==> src/rtl/assert_macros.svh <==
// assertion macros shared by the centroid rtl
`ifndef ASSERT_MACROS_SVH
`define ASSERT_MACROS_SVH
`ifndef SYNTHESIS
`define VIC_ASSERT(lbl, clk, rst_n, prop) \
  lbl: assert property (@(posedge clk) disable iff (!rst_n) (prop)) \
    else $error("vic assertion failed");
`define VIC_ASSERT_NEXT(lbl, clk, rst_n, ante, cons) \
  lbl: assert property (@(posedge clk) disable iff (!rst_n) (ante) |=> (cons)) \
    else $error("vic assertion failed");
`else
`define VIC_ASSERT(lbl, clk, rst_n, prop)
`define VIC_ASSERT_NEXT(lbl, clk, rst_n, ante, cons)
`endif
`endif

==> src/rtl/vic_pkg.sv <==
// shared types and constants of the volume centroid block
`timescale 1ns / 1ps
package vic_pkg;

  localparam int CFG_IDX_W  = 2;
  localparam int CFG_DATA_W = 9;
  localparam int VOXEL_W    = 8;
  localparam int COORD_W    = 16;

  localparam logic [CFG_DATA_W-1:0] SIZE_RESET = 9'd256;

  typedef enum logic [CFG_IDX_W-1:0] {
    CFG_SIZE_X = 2'd0,
    CFG_SIZE_Y = 2'd1,
    CFG_SIZE_Z = 2'd2
  } cfg_reg_e;

  typedef enum logic [1:0] {
    BK_IDLE,
    BK_RUN,
    BK_DONE
  } bk_state_e;

endpackage

==> src/rtl/vic_front.sv <==
// front end: scan position counters and running intensity and moment sums
`timescale 1ns / 1ps
`include "assert_macros.svh"
module vic_front import vic_pkg::*; #(
  parameter int MAX_DIM = 256
) (
  input  logic                  clk_i,
  input  logic                  rst_ni,
  input  logic [CFG_DATA_W-1:0] size_x_i,
  input  logic [CFG_DATA_W-1:0] size_y_i,
  input  logic [CFG_DATA_W-1:0] size_z_i,
  input  logic                  push_i,
  input  logic [VOXEL_W-1:0]    voxel_i,
  output logic                  full_o,
  input  logic                  job_full_i,
  output logic                  job_push_o,
  output logic [$clog2(MAX_DIM)*15+32-1:0] job_data_o
);

  localparam int POS_W  = $clog2(MAX_DIM);
  localparam int MASS_W = VOXEL_W + 3 * POS_W;
  localparam int MOM_W  = MASS_W + POS_W;
  localparam int PROD_W = POS_W + VOXEL_W;
  localparam int SZ_W   = ($clog2(MAX_DIM + 1) > CFG_DATA_W) ?
                          $clog2(MAX_DIM + 1) : CFG_DATA_W;

  logic [POS_W-1:0]  pos_x_q, pos_x_d, pos_y_q, pos_y_d, pos_z_q, pos_z_d;
  logic [MASS_W-1:0] mass_q, mass_d, mass_nx;
  logic [MOM_W-1:0]  mx_q, mx_d, mx_nx;
  logic [MOM_W-1:0]  my_q, my_d, my_nx;
  logic [MOM_W-1:0]  mz_q, mz_d, mz_nx;
  logic [SZ_W-1:0]   eff_x, eff_y, eff_z;
  logic [PROD_W-1:0] prod_x, prod_y, prod_z;
  logic              wrap_x, wrap_y, wrap_z, last, acc;

  // zero acts as one, anything above the maximum acts as the maximum
  function automatic logic [SZ_W-1:0] eff_size(input logic [CFG_DATA_W-1:0] r);
    logic [SZ_W-1:0] e;
    e = SZ_W'(r);
    if (e == '0) begin
      e = SZ_W'(1);
    end else if (e > SZ_W'(MAX_DIM)) begin
      e = SZ_W'(MAX_DIM);
    end
    return e;
  endfunction

  function automatic logic at_end(input logic [POS_W-1:0] p, input logic [SZ_W-1:0] s);
    return ((SZ_W+1)'(p) + (SZ_W+1)'(1)) >= (SZ_W+1)'(s);
  endfunction

  always_comb begin
    eff_x  = eff_size(size_x_i);
    eff_y  = eff_size(size_y_i);
    eff_z  = eff_size(size_z_i);
    wrap_z = at_end(pos_z_q, eff_z);
    wrap_y = at_end(pos_y_q, eff_y);
    wrap_x = at_end(pos_x_q, eff_x);
    last   = wrap_z & wrap_y & wrap_x;

    // only the closing word of a volume waits for room in the job queue
    full_o     = last & job_full_i;
    acc        = push_i & ~full_o;
    job_push_o = acc & last;

    prod_x  = PROD_W'(pos_x_q) * PROD_W'(voxel_i);
    prod_y  = PROD_W'(pos_y_q) * PROD_W'(voxel_i);
    prod_z  = PROD_W'(pos_z_q) * PROD_W'(voxel_i);
    mass_nx = mass_q + MASS_W'(voxel_i);
    mx_nx   = mx_q + MOM_W'(prod_x);
    my_nx   = my_q + MOM_W'(prod_y);
    mz_nx   = mz_q + MOM_W'(prod_z);
    job_data_o = {mass_nx, mx_nx, my_nx, mz_nx};

    pos_x_d = pos_x_q;
    pos_y_d = pos_y_q;
    pos_z_d = pos_z_q;
    mass_d  = mass_q;
    mx_d    = mx_q;
    my_d    = my_q;
    mz_d    = mz_q;
    if (acc) begin
      pos_z_d = wrap_z ? '0 : pos_z_q + POS_W'(1);
      if (wrap_z) begin
        pos_y_d = wrap_y ? '0 : pos_y_q + POS_W'(1);
      end
      if (wrap_z && wrap_y) begin
        pos_x_d = wrap_x ? '0 : pos_x_q + POS_W'(1);
      end
      if (last) begin
        mass_d = '0;
        mx_d   = '0;
        my_d   = '0;
        mz_d   = '0;
      end else begin
        mass_d = mass_nx;
        mx_d   = mx_nx;
        my_d   = my_nx;
        mz_d   = mz_nx;
      end
    end
  end

  always_ff @(posedge clk_i or negedge rst_ni) begin
    if (!rst_ni) begin
      pos_x_q <= '0;
      pos_y_q <= '0;
      pos_z_q <= '0;
      mass_q  <= '0;
      mx_q    <= '0;
      my_q    <= '0;
      mz_q    <= '0;
    end else begin
      pos_x_q <= pos_x_d;
      pos_y_q <= pos_y_d;
      pos_z_q <= pos_z_d;
      mass_q  <= mass_d;
      mx_q    <= mx_d;
      my_q    <= my_d;
      mz_q    <= mz_d;
    end
  end

  `VIC_ASSERT_NEXT(a_front_clear, clk_i, rst_ni, job_push_o, mass_q == '0 && pos_z_q == '0)

endmodule

==> src/rtl/vic_queue.sv <==
// small register queue between front and back
`timescale 1ns / 1ps
`include "assert_macros.svh"
module vic_queue #(
  parameter int WIDTH = 32,
  parameter int DEPTH = 2
) (
  input  logic             clk_i,
  input  logic             rst_ni,
  input  logic             push_i,
  input  logic [WIDTH-1:0] data_i,
  output logic             full_o,
  input  logic             pop_i,
  output logic [WIDTH-1:0] data_o,
  output logic             empty_o
);

  localparam int AW = (DEPTH > 1) ? $clog2(DEPTH) : 1;
  localparam int CW = $clog2(DEPTH + 1);

  logic [WIDTH-1:0] slot_q [DEPTH];
  logic [AW-1:0]    wr_q, wr_d, rd_q, rd_d;
  logic [CW-1:0]    cnt_q, cnt_d;
  logic             do_push, do_pop;

  always_comb begin
    full_o  = cnt_q == CW'(DEPTH);
    empty_o = cnt_q == '0;
    data_o  = slot_q[rd_q];
    do_push = push_i & ~full_o;
    do_pop  = pop_i & ~empty_o;
    wr_d    = wr_q;
    rd_d    = rd_q;
    if (do_push) begin
      wr_d = (wr_q == AW'(DEPTH - 1)) ? '0 : wr_q + AW'(1);
    end
    if (do_pop) begin
      rd_d = (rd_q == AW'(DEPTH - 1)) ? '0 : rd_q + AW'(1);
    end
    cnt_d = cnt_q + CW'(do_push) - CW'(do_pop);
  end

  always_ff @(posedge clk_i or negedge rst_ni) begin
    if (!rst_ni) begin
      wr_q  <= '0;
      rd_q  <= '0;
      cnt_q <= '0;
    end else begin
      wr_q  <= wr_d;
      rd_q  <= rd_d;
      cnt_q <= cnt_d;
    end
  end

  always_ff @(posedge clk_i) begin
    if (do_push) begin
      slot_q[wr_q] <= data_i;
    end
  end

  `VIC_ASSERT(a_queue_bound, clk_i, rst_ni, cnt_q <= CW'(DEPTH))
  `VIC_ASSERT(a_queue_no_overrun, clk_i, rst_ni, !(push_i && full_o))

endmodule

==> src/rtl/vic_div.sv <==
// restoring divider, one quotient bit per step, for moment * 256 / mass
`timescale 1ns / 1ps
module vic_div #(
  parameter int MAX_DIM = 256
) (
  input  logic                                 clk_i,
  input  logic                                 load_i,
  input  logic                                 step_i,
  input  logic [$clog2(MAX_DIM)*4+8-1:0]       moment_i,
  input  logic [$clog2(MAX_DIM)*3+8-1:0]       mass_i,
  output logic [$clog2(MAX_DIM)+8-1:0]         quo_o
);

  localparam int POS_W  = $clog2(MAX_DIM);
  localparam int MASS_W = 3 * POS_W + 8;
  localparam int MOM_W  = MASS_W + POS_W;
  localparam int QW     = POS_W + 8;

  logic [MASS_W-1:0] rem_q, dvs_q;
  logic [QW-1:0]     quo_q;
  logic [MASS_W:0]   t, diff;
  logic              ge;

  // quotient is known to fit in QW bits, so the top of the dividend
  // already sits below the divisor and only QW steps remain
  always_comb begin
    t     = {rem_q, quo_q[QW-1]};
    diff  = t - {1'b0, dvs_q};
    ge    = t >= {1'b0, dvs_q};
    quo_o = quo_q;
  end

  always_ff @(posedge clk_i) begin
    if (load_i) begin
      rem_q <= moment_i[MOM_W-1:POS_W];
      quo_q <= {moment_i[POS_W-1:0], 8'd0};
      dvs_q <= mass_i;
    end else if (step_i) begin
      rem_q <= ge ? diff[MASS_W-1:0] : t[MASS_W-1:0];
      quo_q <= {quo_q[QW-2:0], ge};
    end
  end

endmodule

==> src/rtl/vic_back.sv <==
// back end: sequencer for the three dividers and the result register
`timescale 1ns / 1ps
`include "assert_macros.svh"
module vic_back import vic_pkg::*; #(
  parameter int MAX_DIM = 256
) (
  input  logic                  clk_i,
  input  logic                  rst_ni,
  input  logic                  job_empty_i,
  input  logic [$clog2(MAX_DIM)*15+32-1:0] job_data_i,
  output logic                  job_pop_o,
  input  logic                  pop_i,
  output logic                  empty_o,
  output logic [COORD_W-1:0]    center_x_o,
  output logic [COORD_W-1:0]    center_y_o,
  output logic [COORD_W-1:0]    center_z_o,
  output logic                  empty_res_o
);

  localparam int POS_W  = $clog2(MAX_DIM);
  localparam int MASS_W = 3 * POS_W + VOXEL_W;
  localparam int MOM_W  = MASS_W + POS_W;
  localparam int QW     = POS_W + 8;
  localparam int CNT_W  = $clog2(QW);
  localparam int EXT_W  = QW + COORD_W;

  bk_state_e         state_q, state_d;
  logic [CNT_W-1:0]  cnt_q, cnt_d;
  logic              res_valid_q, res_valid_d;
  logic [COORD_W-1:0] cx_q, cy_q, cz_q;
  logic              er_q;
  logic [MASS_W-1:0] job_mass;
  logic [MOM_W-1:0]  job_mx, job_my, job_mz;
  logic [QW-1:0]     qx, qy, qz;
  logic              div_load, div_step, res_wr, res_empty, slot_free;

  function automatic logic [COORD_W-1:0] sat(input logic [QW-1:0] q);
    logic [EXT_W-1:0] e;
    e = EXT_W'(q);
    return (e > EXT_W'({COORD_W{1'b1}})) ? {COORD_W{1'b1}} : e[COORD_W-1:0];
  endfunction

  assign {job_mass, job_mx, job_my, job_mz} = job_data_i;

  vic_div #(.MAX_DIM(MAX_DIM)) u_div_x (
    .clk_i(clk_i), .load_i(div_load), .step_i(div_step),
    .moment_i(job_mx), .mass_i(job_mass), .quo_o(qx)
  );
  vic_div #(.MAX_DIM(MAX_DIM)) u_div_y (
    .clk_i(clk_i), .load_i(div_load), .step_i(div_step),
    .moment_i(job_my), .mass_i(job_mass), .quo_o(qy)
  );
  vic_div #(.MAX_DIM(MAX_DIM)) u_div_z (
    .clk_i(clk_i), .load_i(div_load), .step_i(div_step),
    .moment_i(job_mz), .mass_i(job_mass), .quo_o(qz)
  );

  always_comb begin
    state_d   = state_q;
    cnt_d     = cnt_q;
    job_pop_o = 1'b0;
    div_load  = 1'b0;
    div_step  = 1'b0;
    res_wr    = 1'b0;
    res_empty = 1'b0;
    slot_free = ~res_valid_q | pop_i;
    case (state_q)
      BK_IDLE: begin
        if (!job_empty_i) begin
          if (job_mass == '0) begin
            // empty volume skips the dividers
            if (slot_free) begin
              job_pop_o = 1'b1;
              res_wr    = 1'b1;
              res_empty = 1'b1;
            end
          end else begin
            job_pop_o = 1'b1;
            div_load  = 1'b1;
            cnt_d     = '0;
            state_d   = BK_RUN;
          end
        end
      end
      BK_RUN: begin
        div_step = 1'b1;
        cnt_d    = cnt_q + CNT_W'(1);
        if (cnt_q == CNT_W'(QW - 1)) begin
          state_d = BK_DONE;
        end
      end
      BK_DONE: begin
        if (slot_free) begin
          res_wr  = 1'b1;
          state_d = BK_IDLE;
        end
      end
      default: begin
        state_d = BK_IDLE;
      end
    endcase
    res_valid_d = res_wr | (res_valid_q & ~pop_i);
  end

  always_ff @(posedge clk_i or negedge rst_ni) begin
    if (!rst_ni) begin
      state_q     <= BK_IDLE;
      cnt_q       <= '0;
      res_valid_q <= 1'b0;
    end else begin
      state_q     <= state_d;
      cnt_q       <= cnt_d;
      res_valid_q <= res_valid_d;
    end
  end

  always_ff @(posedge clk_i) begin
    if (res_wr) begin
      cx_q <= res_empty ? '0 : sat(qx);
      cy_q <= res_empty ? '0 : sat(qy);
      cz_q <= res_empty ? '0 : sat(qz);
      er_q <= res_empty;
    end
  end

  assign empty_o     = ~res_valid_q;
  assign center_x_o  = cx_q;
  assign center_y_o  = cy_q;
  assign center_z_o  = cz_q;
  assign empty_res_o = er_q;

  `VIC_ASSERT_NEXT(a_back_empty_vol, clk_i, rst_ni, job_pop_o && job_mass == '0, res_valid_q && er_q)

endmodule

==> src/rtl/volume_intensity_centroid.sv <==
// top level of the intensity-weighted 3d centroid block
// voxels are taken one word per cycle; only the last word of a volume can stall, and
// only while two finished volumes still wait for the dividers
// per volume the dividers produce log2(MAX_DIM)+8 quotient bits (16 at 256); the sums pass
// through the job queue, the dividers and BK_DONE into the result word (all-zero volumes skip the dividers)
// reset clears counters, sums, the job queue and the result valid flag; sizes reset to 256 on each axis
`timescale 1ns / 1ps
module volume_intensity_centroid import vic_pkg::*; #(
  parameter int MAX_DIM = 256
) (
  input  logic                  clk_i,
  input  logic                  rst_ni,
  // configuration write channel
  input  logic                  cfg_valid_i,
  output logic                  cfg_ready_o,
  input  logic [CFG_IDX_W-1:0]  cfg_index_i,
  input  logic [CFG_DATA_W-1:0] cfg_data_i,
  // voxel side
  input  logic                  push,
  output logic                  full,
  input  logic [VOXEL_W-1:0]    voxel_i,
  // result side
  output logic                  empty,
  input  logic                  pop,
  output logic [COORD_W-1:0]    center_x_o,
  output logic [COORD_W-1:0]    center_y_o,
  output logic [COORD_W-1:0]    center_z_o,
  output logic                  empty_res_o
);

  localparam int POS_W  = $clog2(MAX_DIM);
  localparam int MASS_W = 3 * POS_W + VOXEL_W;
  localparam int MOM_W  = MASS_W + POS_W;
  // one job word: intensity sum and the three moments of a finished volume
  localparam int JOB_W  = MASS_W + 3 * MOM_W;

  logic [CFG_DATA_W-1:0] size_x_q, size_y_q, size_z_q;
  logic                  job_push, job_full, job_pop, job_empty;
  logic [JOB_W-1:0]      job_wdata, job_rdata;

  // size registers, writable at any time the channel is valid
  assign cfg_ready_o = 1'b1;

  always_ff @(posedge clk_i or negedge rst_ni) begin
    if (!rst_ni) begin
      size_x_q <= SIZE_RESET;
      size_y_q <= SIZE_RESET;
      size_z_q <= SIZE_RESET;
    end else if (cfg_valid_i && cfg_ready_o) begin
      case (cfg_reg_e'(cfg_index_i))
        CFG_SIZE_X: size_x_q <= cfg_data_i;
        CFG_SIZE_Y: size_y_q <= cfg_data_i;
        CFG_SIZE_Z: size_z_q <= cfg_data_i;
        default: begin
          // unmapped index, write dropped
        end
      endcase
    end
  end

  // front: scan counters and accumulators, hands off sums at volume end
  vic_front #(.MAX_DIM(MAX_DIM)) u_front (
    .clk_i      (clk_i),
    .rst_ni     (rst_ni),
    .size_x_i   (size_x_q),
    .size_y_i   (size_y_q),
    .size_z_i   (size_z_q),
    .push_i     (push),
    .voxel_i    (voxel_i),
    .full_o     (full),
    .job_full_i (job_full),
    .job_push_o (job_push),
    .job_data_o (job_wdata)
  );

  // two-deep job queue decouples accumulation from division
  vic_queue #(.WIDTH(JOB_W), .DEPTH(2)) u_queue (
    .clk_i   (clk_i),
    .rst_ni  (rst_ni),
    .push_i  (job_push),
    .data_i  (job_wdata),
    .full_o  (job_full),
    .pop_i   (job_pop),
    .data_o  (job_rdata),
    .empty_o (job_empty)
  );

  // back: three bit-serial dividers running side by side, then the result register
  vic_back #(.MAX_DIM(MAX_DIM)) u_back (
    .clk_i       (clk_i),
    .rst_ni      (rst_ni),
    .job_empty_i (job_empty),
    .job_data_i  (job_rdata),
    .job_pop_o   (job_pop),
    .pop_i       (pop),
    .empty_o     (empty),
    .center_x_o  (center_x_o),
    .center_y_o  (center_y_o),
    .center_z_o  (center_z_o),
    .empty_res_o (empty_res_o)
  );

endmodule
==> config.mk <==
export PLATFORM = sky130hd
export DESIGN_NAME = volume_intensity_centroid
export DESIGN_NICKNAME = d
export VERILOG_FILES = /design/src/rtl/vic_pkg.sv /design/src/rtl/vic_front.sv /design/src/rtl/vic_queue.sv /design/src/rtl/vic_div.sv /design/src/rtl/vic_back.sv /design/src/rtl/volume_intensity_centroid.sv
export VERILOG_INCLUDE_DIRS = /design/src /design/src/rtl
export SDC_FILE = /design/constraint.sdc
export NUM_CORES = 2
export LEC_CHECK = 0
export ABC_AREA = 1
export BUFFER_PORTS_ARGS = -buffer_cell sky130_fd_sc_hd__buf_2
export CAP_MARGIN = 20
export CORE_UTILIZATION = 60
export CTS_CLUSTER_SIZE = 28
export DETAILED_ROUTE_END_ITERATION = 12
export GPL_TIMING_DRIVEN = 0
export PLACE_DENSITY_LB_ADDON = 0.08
export SLEW_MARGIN = 20
export SYNTH_ARGS = -nofsm -noshare
export SYNTH_HDL_FRONTEND = slang
export SYNTH_SLANG_ARGS = --single-unit
==> constraint.sdc <==
create_clock -name clk_i -period 14.2 [get_ports clk_i]
set_input_delay 2.84 -clock clk_i [delete_from_list [all_inputs] [get_ports clk_i]]
set_output_delay 2.84 -clock clk_i [all_outputs]
set_load 0.05 [all_outputs]
**Word level (Yosys, flattened, before mapping)**

Memory sizes are Yosys's and may differ from the RTL's.
Cells that the tools add are included.

- Bits of input ports: 24
- Bits in writable memories: 304
- Word-level logic and storage cells: 155
- Register bits after elaboration: 439
- Memories kept: 1
- Output and inout port bits: 52

Memory list:

| name | words | bits a word | read ports | clocked after memory_dff | write ports | RTL line | source |
|---|---|---|---|---|---|---|---|
| u_queue.slot_q | 2 | 152 | 1 | 0 | 1 | vic_queue.sv:21 | `logic [WIDTH-1:0] slot_q [DEPTH];` |

- Magnitude comparators: 9
- Reduce and logical (&&, ||, !) cells: 17
- Bitwise logic cells: 15
- Eq/ne operators: 10
- $add $sub $neg: 18
- Muxes and demuxes: 52
- Multiply operators: 3

Operators with widths:

| kind | number |
|---|---|
| $mux 32 | 10 |
| $add 40x16->40 | 3 |
| $mux 40 | 3 |
| $ge 33x32->1 | 3 |
| $mux 16 | 6 |
| $sub 32x32->32 | 3 |
| $mux 9 | 6 |
| $mul 8x8->16 | 3 |
| $add 32x8->32 | 1 |
| $logic_not 32->1 | 1 |
| $ge 10x9->1 | 3 |
| $add 8x1->9 const B | 3 |
| $gt 9x9->1 const B | 3 |
| $logic_not 9->1 | 3 |
| $add 8x1->8 const B | 3 |
| $mux 8 | 3 |
| $mux 1 | 15 |
| $reduce_and 2->1 | 5 |
| $and 1x1->1 | 8 |
| $mux 2 | 4 |
| $mux 4 | 2 |
| $pmux 4 s2 | 1 |
| $eq 2x2->1 const B | 3 |
| $logic_not 2->1 | 3 |
| 16 further kinds | 26 |

**Depth between registers and ports, before layout**

- Depth in word-level cells: 13
- Mapped depth: 26

**By module**

From an unflattened synthesis, not the netlist that was laid out.

- Cell total of the unflattened synthesis: 7038
- Area, all modules: 54053.1 sq um

By module, submodules not included:

| module | instances | area each (sq um) | cells an instance | seq. area each (sq um) |
|---|---|---|---|---|
| vic_front | 1 | 20991.4 | 3223 | 4404.2 |
| vic_div (u_back.u_div_y ...) | 2 | 6067.1 | 876 | 2322.2 |
| vic_queue | 1 | 11270.8 | 827 | 9228.9 |
| vic_div (u_back.u_div_x) | 1 | 6090.8 | 879 | 2322.2 |
| vic_back | 1 | 2409.8 | 236 | 1646.6 |
| volume_intensity_centroid | 1 | 1156.1 | 121 | 679.4 |

**Worst setup path before layout**

OpenSTA, ideal clock, no wires.

- Path type: input port to flip-flop
- Start point: in push
- End point: mem u_queue.slot_q[1][0] (netlist name) (enable)
- Library setup time: 665 ps
- Required time: 13535 ps
- Data arrival time: 9825 ps
- Cell stages on the path: 5
- Path slack: 3710 ps
- Cells stage by stage: clkbuf_1 > o21ai_0 > nor2_1 > inv_1 > nor2_1

- Longest elaborated chain between the ends: 5

RTL lines:

| item | RTL line | source |
|---|---|---|
| start: declaration | volume_intensity_centroid.sv:19 | `input logic push,` |
| $and 1x1->1 | vic_front.sv:63 | `acc = push_i & ~full_o;` |
| $and 1x1->1 | vic_front.sv:64 | `job_push_o = acc & last;` |
| $and 1x1->1 | vic_queue.sv:30 | `do_push = push_i & ~full_o;` |
| named net u_queue.do_push | vic_queue.sv:24 | `logic do_push, do_pop;` |
| $mux 1 | vic_queue.sv:56 | `if (do_push) begin` |
| $mux 1 (not written as such) | vic_queue.sv:57 | `slot_q[wr_q] <= data_i;` |
| end: declaration | vic_queue.sv:21 |  |

The timed path passes the listed nets, and every way through them passes these cells.

**Worst setup path after layout**

- Start point: in voxel_i[1]
- End point: mem u_queue.slot_q[1][22] (netlist name), data pin

- Longest elaborated chain between the ends: 2

RTL lines:

| item | RTL line | source |
|---|---|---|
| start: declaration | volume_intensity_centroid.sv:21 | `input logic [VOXEL_W-1:0] voxel_i,` |
| $mul 8x8->16 | vic_front.sv:68 | `prod_z = PROD_W'(pos_z_q) * PROD_W'(voxel_i);` |
| $add 40x16->40 | vic_front.sv:72 | `mz_nx = mz_q + MOM_W'(prod_z);` |
| named net job_wdata[22] | volume_intensity_centroid.sv:39 | `logic [JOB_W-1:0] job_wdata, job_rdata;` |

The timed path passes the listed nets, and every way through them passes these cells.

==> flow_summary_export.csv <==
group,metric,value,unit
outcome,status,"finished, final reports clean",
placement,placed_cell_area,0.0523,mm^2
global_routing,grt_remaining_overflow,0,
finish,register_area,0.0210,mm^2
setup_path,crit_path_max_fanout,10,
route,drc,0,
finish,finalNonFillerCells,7856,
synth,synthFlopType,"edfxtp_1",
global_routing,antenna_found_initial,2,
synth,muxShareOfSynthArea,0.00458,
synth,async_flop_share,0.288,
floorplan,design.die.area,0.0849,mm^2
sta,fmax,127,MHz
finish,design_area,0.0551,mm^2
power_and_ir_drop,netSwitchingPower,6.14,mW
clock_network,cts_buffer_depth,3,
setup_path,r2r_setup_slack,8820,ps
finish,layout_common_cells,"nand2_1 (2542), inv_1 (1202), edfxtp_1 (505)",
floorplan,row_count,105,
synth,ys_ff_latch,743,
route,firstDrtPassIters,8,
sta,skew,53.2,ps
placement,dpl.hpwl,121000,um
synth,synth_edf_count,505,
floorplan,start_util,0.609,
synth,avgSynthCellArea,7.67,um^2
power_and_ir_drop,combPwrFrac,0.564,
floorplan,fp.coreArea,0.0825,mm^2
synth,synthCells,6549,
floorplan,dieHeight,291,um
sta,fin_setup_tns,0,ps
sta,worst_pin_slew,1220,ps
synth,synth-xor-area-share,0.0251,
worst_hold_path,hold_path.class,"reg -> reg",
route,drtAntennaViolNets,0,
global_routing,grt_pass1_wl,232000,um
route,drt_iter0_drc,4308,
setup_path,worstPathArrival,8270,ps
sta,rsz0062_at_grt,"false",
finish,final_common_cell,"nand2_1",
route,viasPerCell,5.43,
sta,period_share,0.554,
synth,ys_seq_area_frac,0.418,
placement,post-place-cells,7705,
clock_network,htree_num_levels,3,
power_and_ir_drop,leakage,29.1,nW
clock_network,cts.clk_slew.worst_paths,60,ps
placement,gp_congestion,1.01,
setup_path,cp-start-kind,"primary input",
synth,syn-num-nets,6987,
setup_path,path_class,"in -> reg",
power_and_ir_drop,internal-power,6.51,mW
global_routing,grt_pass1_vias,40288,
sta,relSlewSlack,0.189,
floorplan,die_x,291,um
clock_network,post_cts_buffers,0,
synth,synth_compound_area_frac,0.0408,
run,drv_cap,0,
setup_path,required,14600,ps
power_and_ir_drop,netSwitchingFraction,0.485,
sta,maxSlewViolCount,0,
global_routing,grt_util_all_layers,0.361,
power_and_ir_drop,clkPwrFrac,0.173,
placement,portBuffers,74,
synth,synth_cell_type_count,43,
finish,n_fill_cell,7130,
route,route.vias.total,42684,
clock_network,hold_buffers,0,
sta,hold_violations,0,
synth,syn_area,0.0503,mm^2
finish,nets,7157,
clock_network,cts-buffers-inserted,81,
power_and_ir_drop,power_density,230,mW/mm^2
clock_network,cts_tree,"done",
synth,yosys.area_share.simple,0.280,
clock_network,cts_sinks,743,
clock_network,post_cts_resized,0,
finish,multi_input_area,0.0239,mm^2
power_and_ir_drop,vdd_ir_drop_max,0.268,mV
finish,diodes,0,
finish,drive_above_1_share,0.0432,
clock_network,clk_latency,670,ps
synth,yosysWarningCount,0,
global_routing,grt_max_degree,95,
sta,fin_crit,7870,ps
route,wl_per_cell,19.4,um
floorplan,ios,76,
route,wl,152000,um
power_and_ir_drop,pwr-share-seq,0.263,
synth,synth_top_family_by_area,"simple AND/OR/NAND/NOR gates",
sta,finalSetupViolations,0,
finish,area_growth,9.57,%
synth,synthAdderAreaFrac,0.126,
setup_path,end_kind,"register",
clock_network,root_buffer,"clkbuf_16",
layer usage:
metal  GRT usage  wire (um)
met1       0.509      64700
met2       0.549      66100
met3      0.0486      13200
met4       0.182       8290
met5           0          0
critical path: stages:
cell	delay, ps
buf_2	120
clkbuf_1	500
clkbuf_1	670
nand2_1	170
fa_1	560
inv_1	60
fa_1	490
inv_1	50
fa_1	470
fa_1	540
inv_1	40
ha_1	340
inv_1	90
nor3_1	190
nand2_1	80
nand2_1	160
nand2_1	70
nand2_1	270
nand2_1	110
xor2_1	420
cells in the mapped netlist (12+ instances only):
| library cell | n | share of area |
|---|---|---|
| dfrtp_1 | 211 | 0.11 |
| a21oi_1 | 127 | 0.013 |
| edfxtp_1 | 505 | 0.30 |
| nand3b_1 | 65 | 0.0097 |
| fa_1 | 154 | 0.061 |
| nor3_1 | 60 | 0.0060 |
| ha_1 | 260 | 0.065 |
| nor2_1 | 296 | 0.022 |
| nand2_1 | 2542 | 0.19 |
| buf_2 | 41 | 0.0041 |
| dfxtp_1 | 24 | 0.0096 |
| nand3_1 | 362 | 0.036 |
| mux2i_1 | 23 | 0.0046 |
| clkbuf_1 | 109 | 0.0081 |
| nand4_1 | 73 | 0.0091 |
| o21bai_1 | 12 | 0.0018 |
| inv_1 | 1205 | 0.090 |
| o21ai_0 | 207 | 0.021 |
| xor2_1 | 78 | 0.014 |
| xnor2_1 | 66 | 0.012 |
| and2_1 | 20 | 0.0025 |
| o22ai_1 | 14 | 0.0017 |
cells by family after synthesis:
group                    count (synthesis)
XOR/XNOR                               144
adder cells (fa/ha/maj)                414
buffers and inverters                 1384
other                                    1
flip-flops                             743
AO/OA/AOI/OAI                          390
multiplexers                            23
AND/OR/NAND/NOR                       3450
final cells by class:
type / count / area share
multi-input cells: 4422 / 0.435
inverters: 1209 / 0.0826
clock inverters: 45 / 0.00995
flip-flops and latches: 743 / 0.381
well taps: 1070 / 0.0243
repair buffers: 87 / 0.0124
clock buffers: 105 / 0.0403
plain buffers: 175 / 0.0143
state kept, by name (all words and copies together), names as in the netlist, 2 cells and up:
| name | cells |
|---|---|
| u_queue.slot_q | 304 |
| u_front.mx_q | 40 |
| u_front.my_q | 40 |
| u_front.mz_q | 40 |
| u_back.u_div_x.dvs_q | 32 |
| u_back.u_div_x.rem_q | 32 |
| u_back.u_div_y.rem_q | 32 |
| u_back.u_div_z.rem_q | 32 |
| u_front.mass_q | 32 |
| u_back.center_x_o | 16 |
| u_back.center_y_o | 16 |
| u_back.center_z_o | 16 |
| u_back.u_div_x.quo_o | 16 |
| u_back.u_div_y.quo_o | 16 |
| u_back.u_div_z.quo_o | 16 |
| size_x_q | 9 |
| size_y_q | 9 |
| size_z_q | 9 |
| u_front.pos_x_q | 8 |
| u_front.pos_y_q | 8 |
| u_front.pos_z_q | 8 |
| u_back.cnt_q | 4 |
| u_back.state_q | 2 |
| u_queue.cnt_q | 2 |
through the flow:
stage | hold WS [ps] | utilization | worst slack [ps] | power [mW]
CTS | 475 | 0.667 | 6410 | 12.5
detailed placement | 465 | 0.634 | 5730 | 10.3
finish | 472 | 0.668 | 6330 | 12.6
floorplan | 440 | - | 3710 | 8.03
global placement | 454 | 0.630 | -126 | 10.2
global route | 497 | 0.668 | 6120 | 13.5
final timing paths:
kind / start / endpoint / cells after the start
worst max-delay path: voxel_i[1] / u_queue.slot_q[1][22]$_DFFE_PP_ / 20
worst min register to register: u_back.u_div_z.quo_o[0]$_SDFFE_PP0P_ / u_back.u_div_z.quo_o[0]$_SDFFE_PP0P_ / 2
max in group asynchronous: rst_ni / u_back.cnt_q[1]$_DFFE_PN0P_ / 2
worst min-delay path: u_back.u_div_z.quo_o[0]$_SDFFE_PP0P_ / u_back.u_div_z.quo_o[0]$_SDFFE_PP0P_ / 2
min in group asynchronous: rst_ni / u_front.my_q[13]$_DFFE_PN0N_ / 1
worst max register to register: u_front.pos_z_q[0]$_DFFE_PN0N_ / u_queue.slot_q[1][21]$_DFFE_PP_ / 17
power by group through the flow:
stage | registers, mW | logic (mW) | clock network (mW)
2_1_floorplan | 3.26 | 4.76 | 0
3_3_place_gp | 3.36 | 6.79 | 0
3_5_place_dp | 3.35 | 6.95 | 0
4_1_cts | 3.31 | 6.99 | 2.20
5_1_grt | 3.35 | 7.89 | 2.28
6_report | 3.33 | 7.13 | 2.19
Note: power is estimated with default switching activity, not from simulation.
